===== config.mk =====
export PLATFORM = sky130hd
export DESIGN_NAME = discrete_pid_controller
export DESIGN_NICKNAME = d
export VERILOG_FILES = /design/src/sv/dpc_pkg.sv /design/src/sv/dpc_mul.sv /design/src/sv/dpc_core.sv /design/src/sv/discrete_pid_controller.sv
export VERILOG_INCLUDE_DIRS = /design/src /design/src/sv
export SDC_FILE = /design/constraint.sdc
export NUM_CORES = 2
export LEC_CHECK = 0
export ABC_AREA = 1
export BUFFER_PORTS_ARGS = -buffer_cell sky130_fd_sc_hd__buf_2
export CAP_MARGIN = 10
export CORE_MARGIN = 1
export CORE_UTILIZATION = 60
export CTS_BUF_LIST = sky130_fd_sc_hd__clkbuf_2 sky130_fd_sc_hd__clkbuf_4 sky130_fd_sc_hd__clkbuf_8
export DETAILED_ROUTE_END_ITERATION = 12
export GPL_TIMING_DRIVEN = 1
export PLACE_DENSITY_LB_ADDON = 0.08
export SYNTH_ARGS = -nofsm -noshare
export SYNTH_HDL_FRONTEND = slang
export SYNTH_SLANG_ARGS = --single-unit

===== constraint.sdc =====
create_clock -name clock -period 14.9 [get_ports clock]
set_input_delay 1.49 -clock clock [delete_from_list [all_inputs] [get_ports clock]]
set_output_delay 1.49 -clock clock [all_outputs]
set_load 0.01 [all_outputs]

===== src/sv/discrete_pid_controller_defines.svh =====
// Assertion macros for the discrete PID controller.
// Included by dpc_core, which checks its own sequencing; no other dependencies.
`ifndef DISCRETE_PID_CONTROLLER_DEFINES_SVH
`define DISCRETE_PID_CONTROLLER_DEFINES_SVH
`ifndef SYNTHESIS
`define DPC_ASSERT(name, clk, rst, prop) \
   name: assert property (@(posedge clk) disable iff (rst) (prop)) \
      else $error("dpc check failed");
`define DPC_ASSERT_ALWAYS(name, clk, prop) \
   name: assert property (@(posedge clk) (prop)) \
      else $error("dpc check failed");
`else
`define DPC_ASSERT(name, clk, rst, prop)
`define DPC_ASSERT_ALWAYS(name, clk, prop)
`endif
`endif


===== src/sv/dpc_pkg.sv =====
// Shared types and constants of the discrete PID controller.
// No dependencies; imported by every module of the block.
package dpc_pkg;

   localparam int GAIN_W   = 20;
   localparam int SAMPLE_W = 16;
   localparam int PERIOD_W = 16;
   localparam int ERR_W    = 17;
   localparam int DERIV_W  = 18;
   localparam int INTEG_W  = 48;
   localparam int DRIVE_W  = 32;
   localparam int OPA_W    = 21;
   localparam int OPB_W    = 29;
   localparam int PROD_W   = OPA_W + OPB_W;
   localparam int ACC_W    = 50;
   localparam int CSR_AW   = 3;

   // register indexes of the configuration port
   localparam logic [CSR_AW-1:0] CSR_GAIN_P   = 3'd0;
   localparam logic [CSR_AW-1:0] CSR_GAIN_I   = 3'd1;
   localparam logic [CSR_AW-1:0] CSR_GAIN_D   = 3'd2;
   localparam logic [CSR_AW-1:0] CSR_SETPOINT = 3'd3;
   localparam logic [CSR_AW-1:0] CSR_PERIOD   = 3'd4;

   localparam logic signed [GAIN_W-1:0]   GAIN_P_RST   = 20'sd2560;
   localparam logic signed [GAIN_W-1:0]   GAIN_I_RST   = 20'sd204800;
   localparam logic signed [GAIN_W-1:0]   GAIN_D_RST   = 20'sd256;
   localparam logic signed [SAMPLE_W-1:0] SETPOINT_RST = 16'sd4096;
   localparam logic [PERIOD_W-1:0]        PERIOD_RST   = 16'd262;
   localparam logic signed [ERR_W-1:0]    LAST_ERR_RST = -17'sd8192;

   typedef struct packed {
      logic signed [GAIN_W-1:0]   gain_p;
      logic signed [GAIN_W-1:0]   gain_i;
      logic signed [GAIN_W-1:0]   gain_d;
      logic signed [SAMPLE_W-1:0] setpoint;
      logic [PERIOD_W-1:0]        period;
   } cfg_type;

   typedef struct packed {
      logic signed [DRIVE_W-1:0] drive;
      logic                      saturated;
   } res_type;

   typedef enum logic [8:0] {
      ST_IDLE  = 9'b000000001,
      ST_ERR   = 9'b000000010,
      ST_INTEG = 9'b000000100,
      ST_IHI   = 9'b000001000,
      ST_ILO   = 9'b000010000,
      ST_PROP  = 9'b000100000,
      ST_DER   = 9'b001000000,
      ST_SUM   = 9'b010000000,
      ST_FIN   = 9'b100000000
   } state_type;

endpackage


===== src/sv/dpc_mul.sv =====
// Shared signed multiplier with a registered product.
// Uses dpc_pkg for operand widths.
module dpc_mul
   import dpc_pkg::*;
(
   input  logic                     clock,
   input  logic signed [OPA_W-1:0]  op_a,
   input  logic signed [OPB_W-1:0]  op_b,
   output logic signed [PROD_W-1:0] product
);

   logic signed [PROD_W-1:0] prod_ff;
   logic signed [PROD_W-1:0] prod_in;

   assign prod_in = op_a * op_b;

   always_ff @(posedge clock) begin
      prod_ff <= prod_in;
   end

   assign product = prod_ff;

endmodule


===== src/sv/dpc_core.sv =====
// Sequencer and datapath of the PID step around one shared multiplier.
// Uses dpc_pkg, dpc_mul and the assertion macros.
`include "discrete_pid_controller_defines.svh"
module dpc_core
   import dpc_pkg::*;
(
   input  logic                       clock,
   input  logic                       reset,
   input  cfg_type                    cfg,
   input  logic                       in_valid,
   output logic                       in_ready,
   input  logic signed [SAMPLE_W-1:0] in_measured,
   output logic                       res_valid,
   input  logic                       res_ready,
   output res_type                    res
);

   state_type state_ff, state_in;

   logic signed [ERR_W-1:0]   err_ff, err_in;
   logic signed [DERIV_W-1:0] deriv_ff, deriv_in;
   logic signed [ERR_W-1:0]   last_error_ff, last_error_in;
   logic signed [INTEG_W-1:0] integral_ff, integral_in;
   logic                      clip_ff, clip_in;
   logic signed [ACC_W-1:0]   acc_ff, acc_in;

   logic signed [OPA_W-1:0]   op_a;
   logic signed [OPB_W-1:0]   op_b;
   logic signed [PROD_W-1:0]  product;
   logic signed [INTEG_W:0]   sum_wide;
   logic                      start;
   logic                      drive_over;

   dpc_mul u_mul (
      .clock   (clock),
      .op_a    (op_a),
      .op_b    (op_b),
      .product (product)
   );

   assign in_ready = (state_ff == ST_IDLE);
   assign start    = in_valid && in_ready;

   // operand select for the shared multiplier
   always_comb begin
      op_a = '0;
      op_b = '0;
      case (state_ff)
         ST_ERR: begin
            op_a = $signed({{(OPA_W-PERIOD_W){1'b0}}, cfg.period});
            op_b = $signed({{(OPB_W-ERR_W){err_ff[ERR_W-1]}}, err_ff});
         end
         ST_IHI: begin
            op_a = $signed({{(OPA_W-GAIN_W){cfg.gain_i[GAIN_W-1]}}, cfg.gain_i});
            op_b = $signed({{(OPB_W-INTEG_W+20){integral_ff[INTEG_W-1]}},
                            integral_ff[INTEG_W-1:20]});
         end
         ST_ILO: begin
            op_a = $signed({{(OPA_W-GAIN_W){cfg.gain_i[GAIN_W-1]}}, cfg.gain_i});
            op_b = $signed({{(OPB_W-20){1'b0}}, integral_ff[19:0]});
         end
         ST_PROP: begin
            op_a = $signed({{(OPA_W-GAIN_W){cfg.gain_p[GAIN_W-1]}}, cfg.gain_p});
            op_b = $signed({{(OPB_W-ERR_W){err_ff[ERR_W-1]}}, err_ff});
         end
         ST_DER: begin
            op_a = $signed({{(OPA_W-GAIN_W){cfg.gain_d[GAIN_W-1]}}, cfg.gain_d});
            op_b = $signed({{(OPB_W-DERIV_W){deriv_ff[DERIV_W-1]}}, deriv_ff});
         end
         default: begin
            op_a = '0;
            op_b = '0;
         end
      endcase
   end

   assign sum_wide = $signed({integral_ff[INTEG_W-1], integral_ff})
                   + $signed({{(INTEG_W-32){product[32]}}, product[32:0]});

   assign drive_over = !((&acc_ff[ACC_W-1:DRIVE_W-1]) || !(|acc_ff[ACC_W-1:DRIVE_W-1]));

   always_comb begin
      state_in      = state_ff;
      err_in        = err_ff;
      deriv_in      = deriv_ff;
      last_error_in = last_error_ff;
      integral_in   = integral_ff;
      clip_in       = clip_ff;
      acc_in        = acc_ff;
      case (state_ff)
         ST_IDLE: begin
            if (start) begin
               err_in   = ERR_W'(cfg.setpoint) - ERR_W'(in_measured);
               state_in = ST_ERR;
            end
         end
         ST_ERR: begin
            deriv_in = DERIV_W'(err_ff) - DERIV_W'(last_error_ff);
            state_in = ST_INTEG;
         end
         ST_INTEG: begin
            // clamp the new integral to 48 bits
            if (sum_wide[INTEG_W] != sum_wide[INTEG_W-1]) begin
               integral_in = sum_wide[INTEG_W] ? {1'b1, {(INTEG_W-1){1'b0}}}
                                               : {1'b0, {(INTEG_W-1){1'b1}}};
               clip_in     = 1'b1;
            end else begin
               integral_in = sum_wide[INTEG_W-1:0];
               clip_in     = 1'b0;
            end
            last_error_in = err_ff;
            state_in      = ST_IHI;
         end
         ST_IHI: begin
            state_in = ST_ILO;
         end
         ST_ILO: begin
            acc_in   = ACC_W'(product);
            state_in = ST_PROP;
         end
         ST_PROP: begin
            acc_in   = acc_ff + ACC_W'(product >>> 20);
            state_in = ST_DER;
         end
         ST_DER: begin
            acc_in   = acc_ff + ACC_W'(product >>> 4);
            state_in = ST_SUM;
         end
         ST_SUM: begin
            acc_in   = acc_ff + ACC_W'(product >>> 4);
            state_in = ST_FIN;
         end
         ST_FIN: begin
            // hold until the output register frees up
            if (res_ready) begin
               state_in = ST_IDLE;
            end
         end
         default: begin
            state_in = ST_IDLE;
         end
      endcase
   end

   assign res_valid = (state_ff == ST_FIN);

   always_comb begin
      res.saturated = clip_ff || drive_over;
      if (drive_over) begin
         res.drive = acc_ff[ACC_W-1] ? {1'b1, {(DRIVE_W-1){1'b0}}}
                                     : {1'b0, {(DRIVE_W-1){1'b1}}};
      end else begin
         res.drive = acc_ff[DRIVE_W-1:0];
      end
   end

   always_ff @(posedge clock) begin
      if (reset) begin
         state_ff      <= ST_IDLE;
         last_error_ff <= LAST_ERR_RST;
         integral_ff   <= '0;
      end else begin
         state_ff      <= state_in;
         last_error_ff <= last_error_in;
         integral_ff   <= integral_in;
      end
   end

   always_ff @(posedge clock) begin
      err_ff   <= err_in;
      deriv_ff <= deriv_in;
      clip_ff  <= clip_in;
      acc_ff   <= acc_in;
   end

   `DPC_ASSERT_ALWAYS(a_reset_idle, clock, reset |=> state_ff == ST_IDLE)
   `DPC_ASSERT(a_start_err, clock, reset, start |=> state_ff == ST_ERR)
   `DPC_ASSERT(a_last_err, clock, reset, state_ff == ST_INTEG |=> last_error_ff == $past(err_ff))
   `DPC_ASSERT(a_res_hold, clock, reset, res_valid && !res_ready |=> res_valid && $stable(acc_ff))

endmodule


===== src/sv/discrete_pid_controller.sv =====
// Discrete PID controller: one measured sample in, one saturated Q16.16 drive word out.
// An item is accepted in idle; its result is built in the states ERR, INTEG, IHI, ILO,
// PROP, DER and SUM and leaves FIN for the output register; only then is the next item
// taken. The single 21x29-bit multiplier, used five times per sample (integral step,
// two halves of the integral term, proportional, derivative), sets the pace.
// A finished result waits in the output register, so the next sample can already be
// worked on. Gains, setpoint and period are written on the csr port while idle; the
// user must keep to it; the block has no check. Depends on dpc_pkg and dpc_core.
module discrete_pid_controller
   import dpc_pkg::*;
(
   input  logic                clock,
   input  logic                reset,
   input  logic                req_tvalid,
   output logic                req_tready,
   input  logic [15:0]         req_tdata,   // [15:0] measured
   output logic                rsp_tvalid,
   input  logic                rsp_tready,
   output logic [31:0]         rsp_tdata,   // [31:0] drive
   output logic [0:0]          rsp_tuser,   // [0] saturated
   input  logic                csr_we,
   input  logic [CSR_AW-1:0]   csr_addr,
   input  logic [GAIN_W-1:0]   csr_wdata
);

   cfg_type cfg_ff;
   res_type res;
   res_type rsp_word_ff;
   logic    rsp_valid_ff;
   logic    res_valid;
   logic    res_ready;

   always_ff @(posedge clock) begin
      if (reset) begin
         cfg_ff.gain_p   <= GAIN_P_RST;
         cfg_ff.gain_i   <= GAIN_I_RST;
         cfg_ff.gain_d   <= GAIN_D_RST;
         cfg_ff.setpoint <= SETPOINT_RST;
         cfg_ff.period   <= PERIOD_RST;
      end else if (csr_we) begin
         case (csr_addr)
            CSR_GAIN_P:   cfg_ff.gain_p   <= csr_wdata;
            CSR_GAIN_I:   cfg_ff.gain_i   <= csr_wdata;
            CSR_GAIN_D:   cfg_ff.gain_d   <= csr_wdata;
            CSR_SETPOINT: cfg_ff.setpoint <= csr_wdata[SAMPLE_W-1:0];
            CSR_PERIOD:   cfg_ff.period   <= csr_wdata[PERIOD_W-1:0];
            default: ; // drop writes to unknown indexes
         endcase
      end
   end

   dpc_core u_core (
      .clock       (clock),
      .reset       (reset),
      .cfg         (cfg_ff),
      .in_valid    (req_tvalid),
      .in_ready    (req_tready),
      .in_measured (req_tdata),
      .res_valid   (res_valid),
      .res_ready   (res_ready),
      .res         (res)
   );

   // output register: load when empty or when the current word leaves
   assign res_ready = !rsp_valid_ff || rsp_tready;

   always_ff @(posedge clock) begin
      if (reset) begin
         rsp_valid_ff <= 1'b0;
      end else if (res_ready) begin
         rsp_valid_ff <= res_valid;
      end
   end

   always_ff @(posedge clock) begin
      if (res_valid && res_ready) begin
         rsp_word_ff <= res;
      end
   end

   assign rsp_tvalid   = rsp_valid_ff;
   assign rsp_tdata    = rsp_word_ff.drive;
   assign rsp_tuser[0] = rsp_word_ff.saturated;

endmodule

==> Word level (Yosys, flattened, before mapping) <==
Index checks and enable logic that the tools add are counted.
{ "op_classes": {"mul": 1, "eq_ne": 16, "n_mux": 11, "n_addsub": 5, "reduce_logical": 22} }
{ "ops": {"columns": ["cell", "n"], "rows": [
  ["one-hot mux 50 bit (3 select lines)", 1],
  ["one-hot mux 29 bit (4 select lines)", 1],
  ["2-to-1 mux 48 bit", 2],
  ["one-hot mux 21 bit (4 select lines)", 1],
  ["one-hot mux 9 bit (9 select lines)", 1],
  ["2-to-1 mux 32 bit", 2],
  ["adder 50 x 30 -> 50 bit", 1],
  ["adder 50 x 46 -> 50 bit", 1],
  ["multiplier 21 x 29 -> 50 bit", 1],
  ["adder 48 x 33 -> 49 bit", 1],
  ["AND reduction 19 bit", 1],
  ["OR reduction 19 bit", 1],
  ["2-to-1 mux 9 bit", 2],
  ["subtractor 17 x 17 -> 18 bit", 1],
  ["subtractor 16 x 16 -> 17 bit", 1],
  ["AND reduction 2 bit", 7],
  ["== test 9 x 1 -> 1 bit, second input constant", 1],
  ["== test 9 x 2 -> 1 bit, second input constant", 1],
  ["== test 9 x 3 -> 1 bit, second input constant", 1],
  ["== test 9 x 4 -> 1 bit, second input constant", 1],
  ["== test 9 x 5 -> 1 bit, second input constant", 1],
  ["== test 9 x 6 -> 1 bit, second input constant", 1],
  ["== test 9 x 7 -> 1 bit, second input constant", 1],
  ["== test 9 x 8 -> 1 bit, second input constant", 1],
  ["14 further kinds", 22]
]} }
{ "word_totals": {"in_bits": 44, "regBits": 336, "word_cells": 71, "output_inout_bits": 35} }

==> Logic depth before layout (Yosys ltp) <==
{ "depth": {"ltp_word": 5, "depth_mapped": 42} }

==> Cells and area by module <==
From an unflattened synthesis, not the netlist that was laid out.
{ "hier_totals": {"hier_cells": 6509, "hier_area_um2": 46034.2} }
{ "by_module_without_submodules": {"columns": ["module", "area_per_inst_um2", "seq_area_each_um2", "n_inst", "cells_each"], "rows": [
  ["dpc_mul", 24771.3, 1001.0, 1, 3304],
  ["dpc_core", 16567.1, 4063.9, 1, 2637],
  ["discrete_pid_controller", 4695.8, 2852.7, 1, 568]
]} }

==> Worst setup path after synthesis <==
Ideal clock, no wire load.
{ "synth_timing": {"path_kind": "flip-flop to flip-flop", "from": "register u_core.state_ff[4]", "to": "register u_core.u_mul.prod_ff[49], in the netlist u_core.u_mul.product[49]", "t_arrival_ps": 7302, "required_ps": 14781, "stages_incl_launch_ff": 40, "slack_ps": 7479, "path_buffers": 2, "setup_ps": 119, "period_less_slack_ps": 7421, "path_cell_list": "dfxtp_1 > nor2_4 > nand2_4 > nor2_4 > nand2_4 > nand2_4 > inv_2 > nor2_4 > a21oi_2 > inv_2 > buf_8 > a21oi_2 > buf_6 > nor2_4 > inv_2 > fa_1 > fa_1 > inv_1 > [4 not listed] > fa_1 > inv_1 > fa_1 > fa_1 > inv_1 > ha_1 > nand2_1 > nor2_1 > inv_1 > nor2_1 > and3_1 > nand4_1 > nand3_1 > nand2_1 > inv_1 > nor2_1 > nand2_1 > nand2_1"} }
{ "synth_via": {"elab_chain_cells": 4} }
{ "synth_lines": {"columns": ["element", "line_no", "text"], "rows": [
  ["start, declared", "dpc_core.sv:18", "state_type state_ff, state_in;"],
  ["start signal, assigned", "dpc_core.sv:163", "state_ff <= state_in;"],
  ["== test 9 x 4 -> 1 bit (tied with other cells)", "dpc_core.sv:48", "case (state_ff)"],
  ["OR reduction 2 bit (no source line)", null, null],
  ["one-hot mux 21 bit (4 select lines) or one-hot mux 29 bit (4 select lines) (tied branches)", "dpc_core.sv:48", null],
  ["multiplier 21 x 29 -> 50 bit *", "dpc_mul.sv:15", "assign prod_in = op_a * op_b;"],
  ["named net u_core.u_mul.prod_in[49]", "dpc_mul.sv:13", "logic signed [PROD_W-1:0] prod_in;"],
  ["end signal, assigned", "dpc_mul.sv:18", "prod_ff <= prod_in;"],
  ["end, declared", "dpc_mul.sv:12", "logic signed [PROD_W-1:0] prod_ff;"]
]} }
The timed path passes the listed nets; every way through them passes the cells marked *.
A chain may end at the register's enable or synchronous reset.

==> Final worst setup path <==
{ "layout_timing": {"from": "register u_core.state_ff[2]", "to": "register u_core.u_mul.prod_ff[49], in the netlist u_core.u_mul.product[49]"} }
The elaborated chain is that of the path after synthesis.

==> reports/metrics.csv <==
metric;value;unit
grt_overflow;0;
regToRegSetupSlack;5.58;ns
p_leak;0.02335;uW
cts_buffers;59;
dp_hpwl;109400;microns
fin_tns_setup;0;ns
postRouteAntennaNets;0;
grt_start_max_net_pins;113;
cts_sinks;336;
clkLatencyLatePin;0.70;ns
worstHoldStart;cfg_ff[51]$_SDFFE_PP0P_;
die_h;270.8;microns
synth_fp_nets;6552;
wl;136300;microns
dieArea;73310;sq um
finClkSkew;0.05611;ns
area_growth;5.362;%
io_pins;79;
rows;98;
root_buffer;clkbuf_8;
drive_above_1_share;0.05927;
yosys.area_share.adder;0.3522;
end_kind;register;
syn_area;43340;sq um
start_util;0.6062;
final_max_slew_viol_count;0;
slowest_stage;a21oi_2;
drc;0;
startpoint_type;register;
rsz0062_at_grt;no;
hold_viol_final;0;
slew_headroom;0.1407;
nets;6559;
vias_per_cell;5.627;
dr.first_iter.drc_count;3113;
synth_mux_area_frac;0;
ys_warn_count;0;
synth.area.top_cells;fa_1 (28%), nand2_1 (11%), dfxtp_1 (10%), inv_1 (9.9%), edfxtp_1 (8.2%);
post-route-min-period;9.323;ns
maxCapViolations;0;
cts_max_path_buffers;3;
synth_xor_area_frac;0.02587;
critPathRequiredTime;15.48;ns
status;completed;
synth-simple-area-share;0.1985;
synth.avg_cell_area;7.670;sq um
async_flop_share;0;
track_usage;0.3765;
grt_pass1_vias;37258;
min_path_type;reg -> reg;
postSynthCellCount;5650;
seq_area_frac_synth;0.1827;
antenna_found_initial;2;
synth-main-ff-cell;dfxtp_1;
dieWidth;270.8;microns
fin_area;45660;sq um
critical_path.max_stage_delay;0.96;ns
core;71490;sq um
cp.arrival;9.90;ns
cts_tree;yes;
worst_slew_pin_slew;1.289;ns
wire_per_inst;20.49;microns
timing_worst_setup_path_type;reg -> reg;
vdd_drop_max;0.0001113;V
synth-edff-count;119;
io_buffers;78;
crit_fanout;21;
synth_largest_area_cell;fa_1;
h-tree-depth;2;
crit_start;u_core.state_ff[2]$_SDFFE_PP0P_;
setup_violations;0;
fmax;107.3;MHz
clkSlewWorstSetupHoldPaths;0.06;ns
regToRegStartpoint;u_core.state_ff[2]$_SDFFE_PP0P_;
synth_most_common_cell;nand2_1;
synth_top_area_share;0.2786;
powerDensity;48.71;nW/um^2
synth_top_family_by_area;adder cells;
cts_resized;0;
yosys-top-cells-count;nand2_1 (1270), inv_1 (1148), nor2_1 (618);
synth-compound-area-share;0.1147;
dr.pass1.iters;6;
place_area;44250;sq um
ys_types;61;
hold_buffers;0;
fin_crit_sh;0.6257;
place.gp.congestion;1.024;
vias;37444;
post-cts-setup-buffers;0;
grt_pass1_wl;211800;microns
synth_seq_cells;336;
n_fill_cell;6589;
-- metrics by stage --
step / utilization / hold WS, ns / power (uW) / cells / worst slack (ns)
after CTS: 0.6387 / 0.4548 / 2232 / 6653 / 5.639
after detailed placement: 0.6191 / 0.4460 / 1212 / 6546 / 5.604
after global routing: 0.6387 / 0.4707 / 2295 / 6654 / 5.055
final: 0.6387 / 0.4516 / 2224 / 6654 / 5.577
after global placement: 0.6191 / 0.4393 / 1211 / 6546 / 5.792
after floorplan: - / 0.4292 / 1141 / 5650 / 7.479
-- layout by cell type (no fill, tap or decap), types with 9 or more instances in the layout --
master    synthesis  layout
a21o_1           22      22
a21oi_1         329     329
a221oi_2          9       9
a221oi_4         14      14
a22o_1           10      10
a31oi_1          18      18
buf_2            66      78
buf_4            14      35
clkbuf_4          0      15
clkbuf_8          0      69
dfxtp_1         217     217
edfxtp_1        119     119
fa_1            603     603
ha_1            255     255
inv_1          1148    1147
inv_2            45      45
nand2_1        1270    1268
nand3_1         132     132
nand4_1          47      47
nor2_1          618     614
nor2_4           14      17
nor3_1           20      20
nor4_1           16      16
o211ai_1          9       9
o21a_1           11      11
o21ai_0         315     315
o21bai_1         22      22
o22ai_1          29      29
xnor2_1          52      52
xor2_1           76      76
-- logic make-up (layout without fill, tap and decap cells) --
logic type,count (synthesis),after routing
xor gates and xnor gates,128,128
buffers and inverters,1364,1417
AOI/OAI and AO/OA,824,824
other,0,1
DFF,336,336
and+or+nand+nor,2140,2140
adders and majority gates,858,858
-- sequential cells by signal (all words and copies together) (netlist names) --
register              cells
u_core.clip_ff            1
u_core.last_error_ff     17
u_core.integral_ff       48
cfg_ff                   92
rsp_tdata                32
u_core.err_ff            17
u_core.acc_ff            50
rsp_tvalid                1
u_core.u_mul.product     50
rsp_tuser                 1
u_core.state_ff           9
u_core.deriv_ff          18
-- critical path: cells and delay by family (launching register included) --
family          cells  cell delay [ns]
flops               1             0.38
simple gates       17             2.26
compound gates      2             1.07
fa+ha+maj           8             4.18
buf+inv            10             1.28
-- where the power goes --
group	total (uW)	leakage, uW	internal, uW	switching [uW]
sequential	995	0.00282	975	19.6
clock	1030	0.000728	601	426
combinational	202	0.0198	60.2	142
total	2220	0.0233	1640	587
-- metal layers --
| layer | up-vias | share of wire | GRT usage |
|---|---|---|---|
| li1 | 17405 | - | - |
| met1 | 18133 | 0.42 | 0.5180 |
| met2 | 1558 | 0.44 | 0.5800 |
| met3 | 346 | 0.096 | 0.07384 |
| met4 | 2 | 0.046 | 0.1609 |
| met5 | - | 0.000095 | 0 |
-- path summary, 6_finish.rpt --
path	depth (start not counted)	end
setup / recovery	37	u_core.u_mul.product[49]$_DFF_P_
setup reg to reg	37	u_core.u_mul.product[49]$_DFF_P_
hold / removal	2	cfg_ff[51]$_SDFFE_PP0P_
hold reg to reg	2	cfg_ff[51]$_SDFFE_PP0P_
-- area by class of cell --
type,instances,area [sq um],area share
Antenna cell,1,2.502,0.00005481
Timing Repair Buffer,113,653.1,0.01430
Inverter,1197,4497,0.09849
Clock inverter,23,339.1,0.007426
Clock buffer,84,1062,0.02327
Sequential cell,336,7918,0.1734
Tap cell,950,1189,0.02603
Multi-Input combinational cell,3950,30000,0.6570
(Power assumes the default switching activity.)
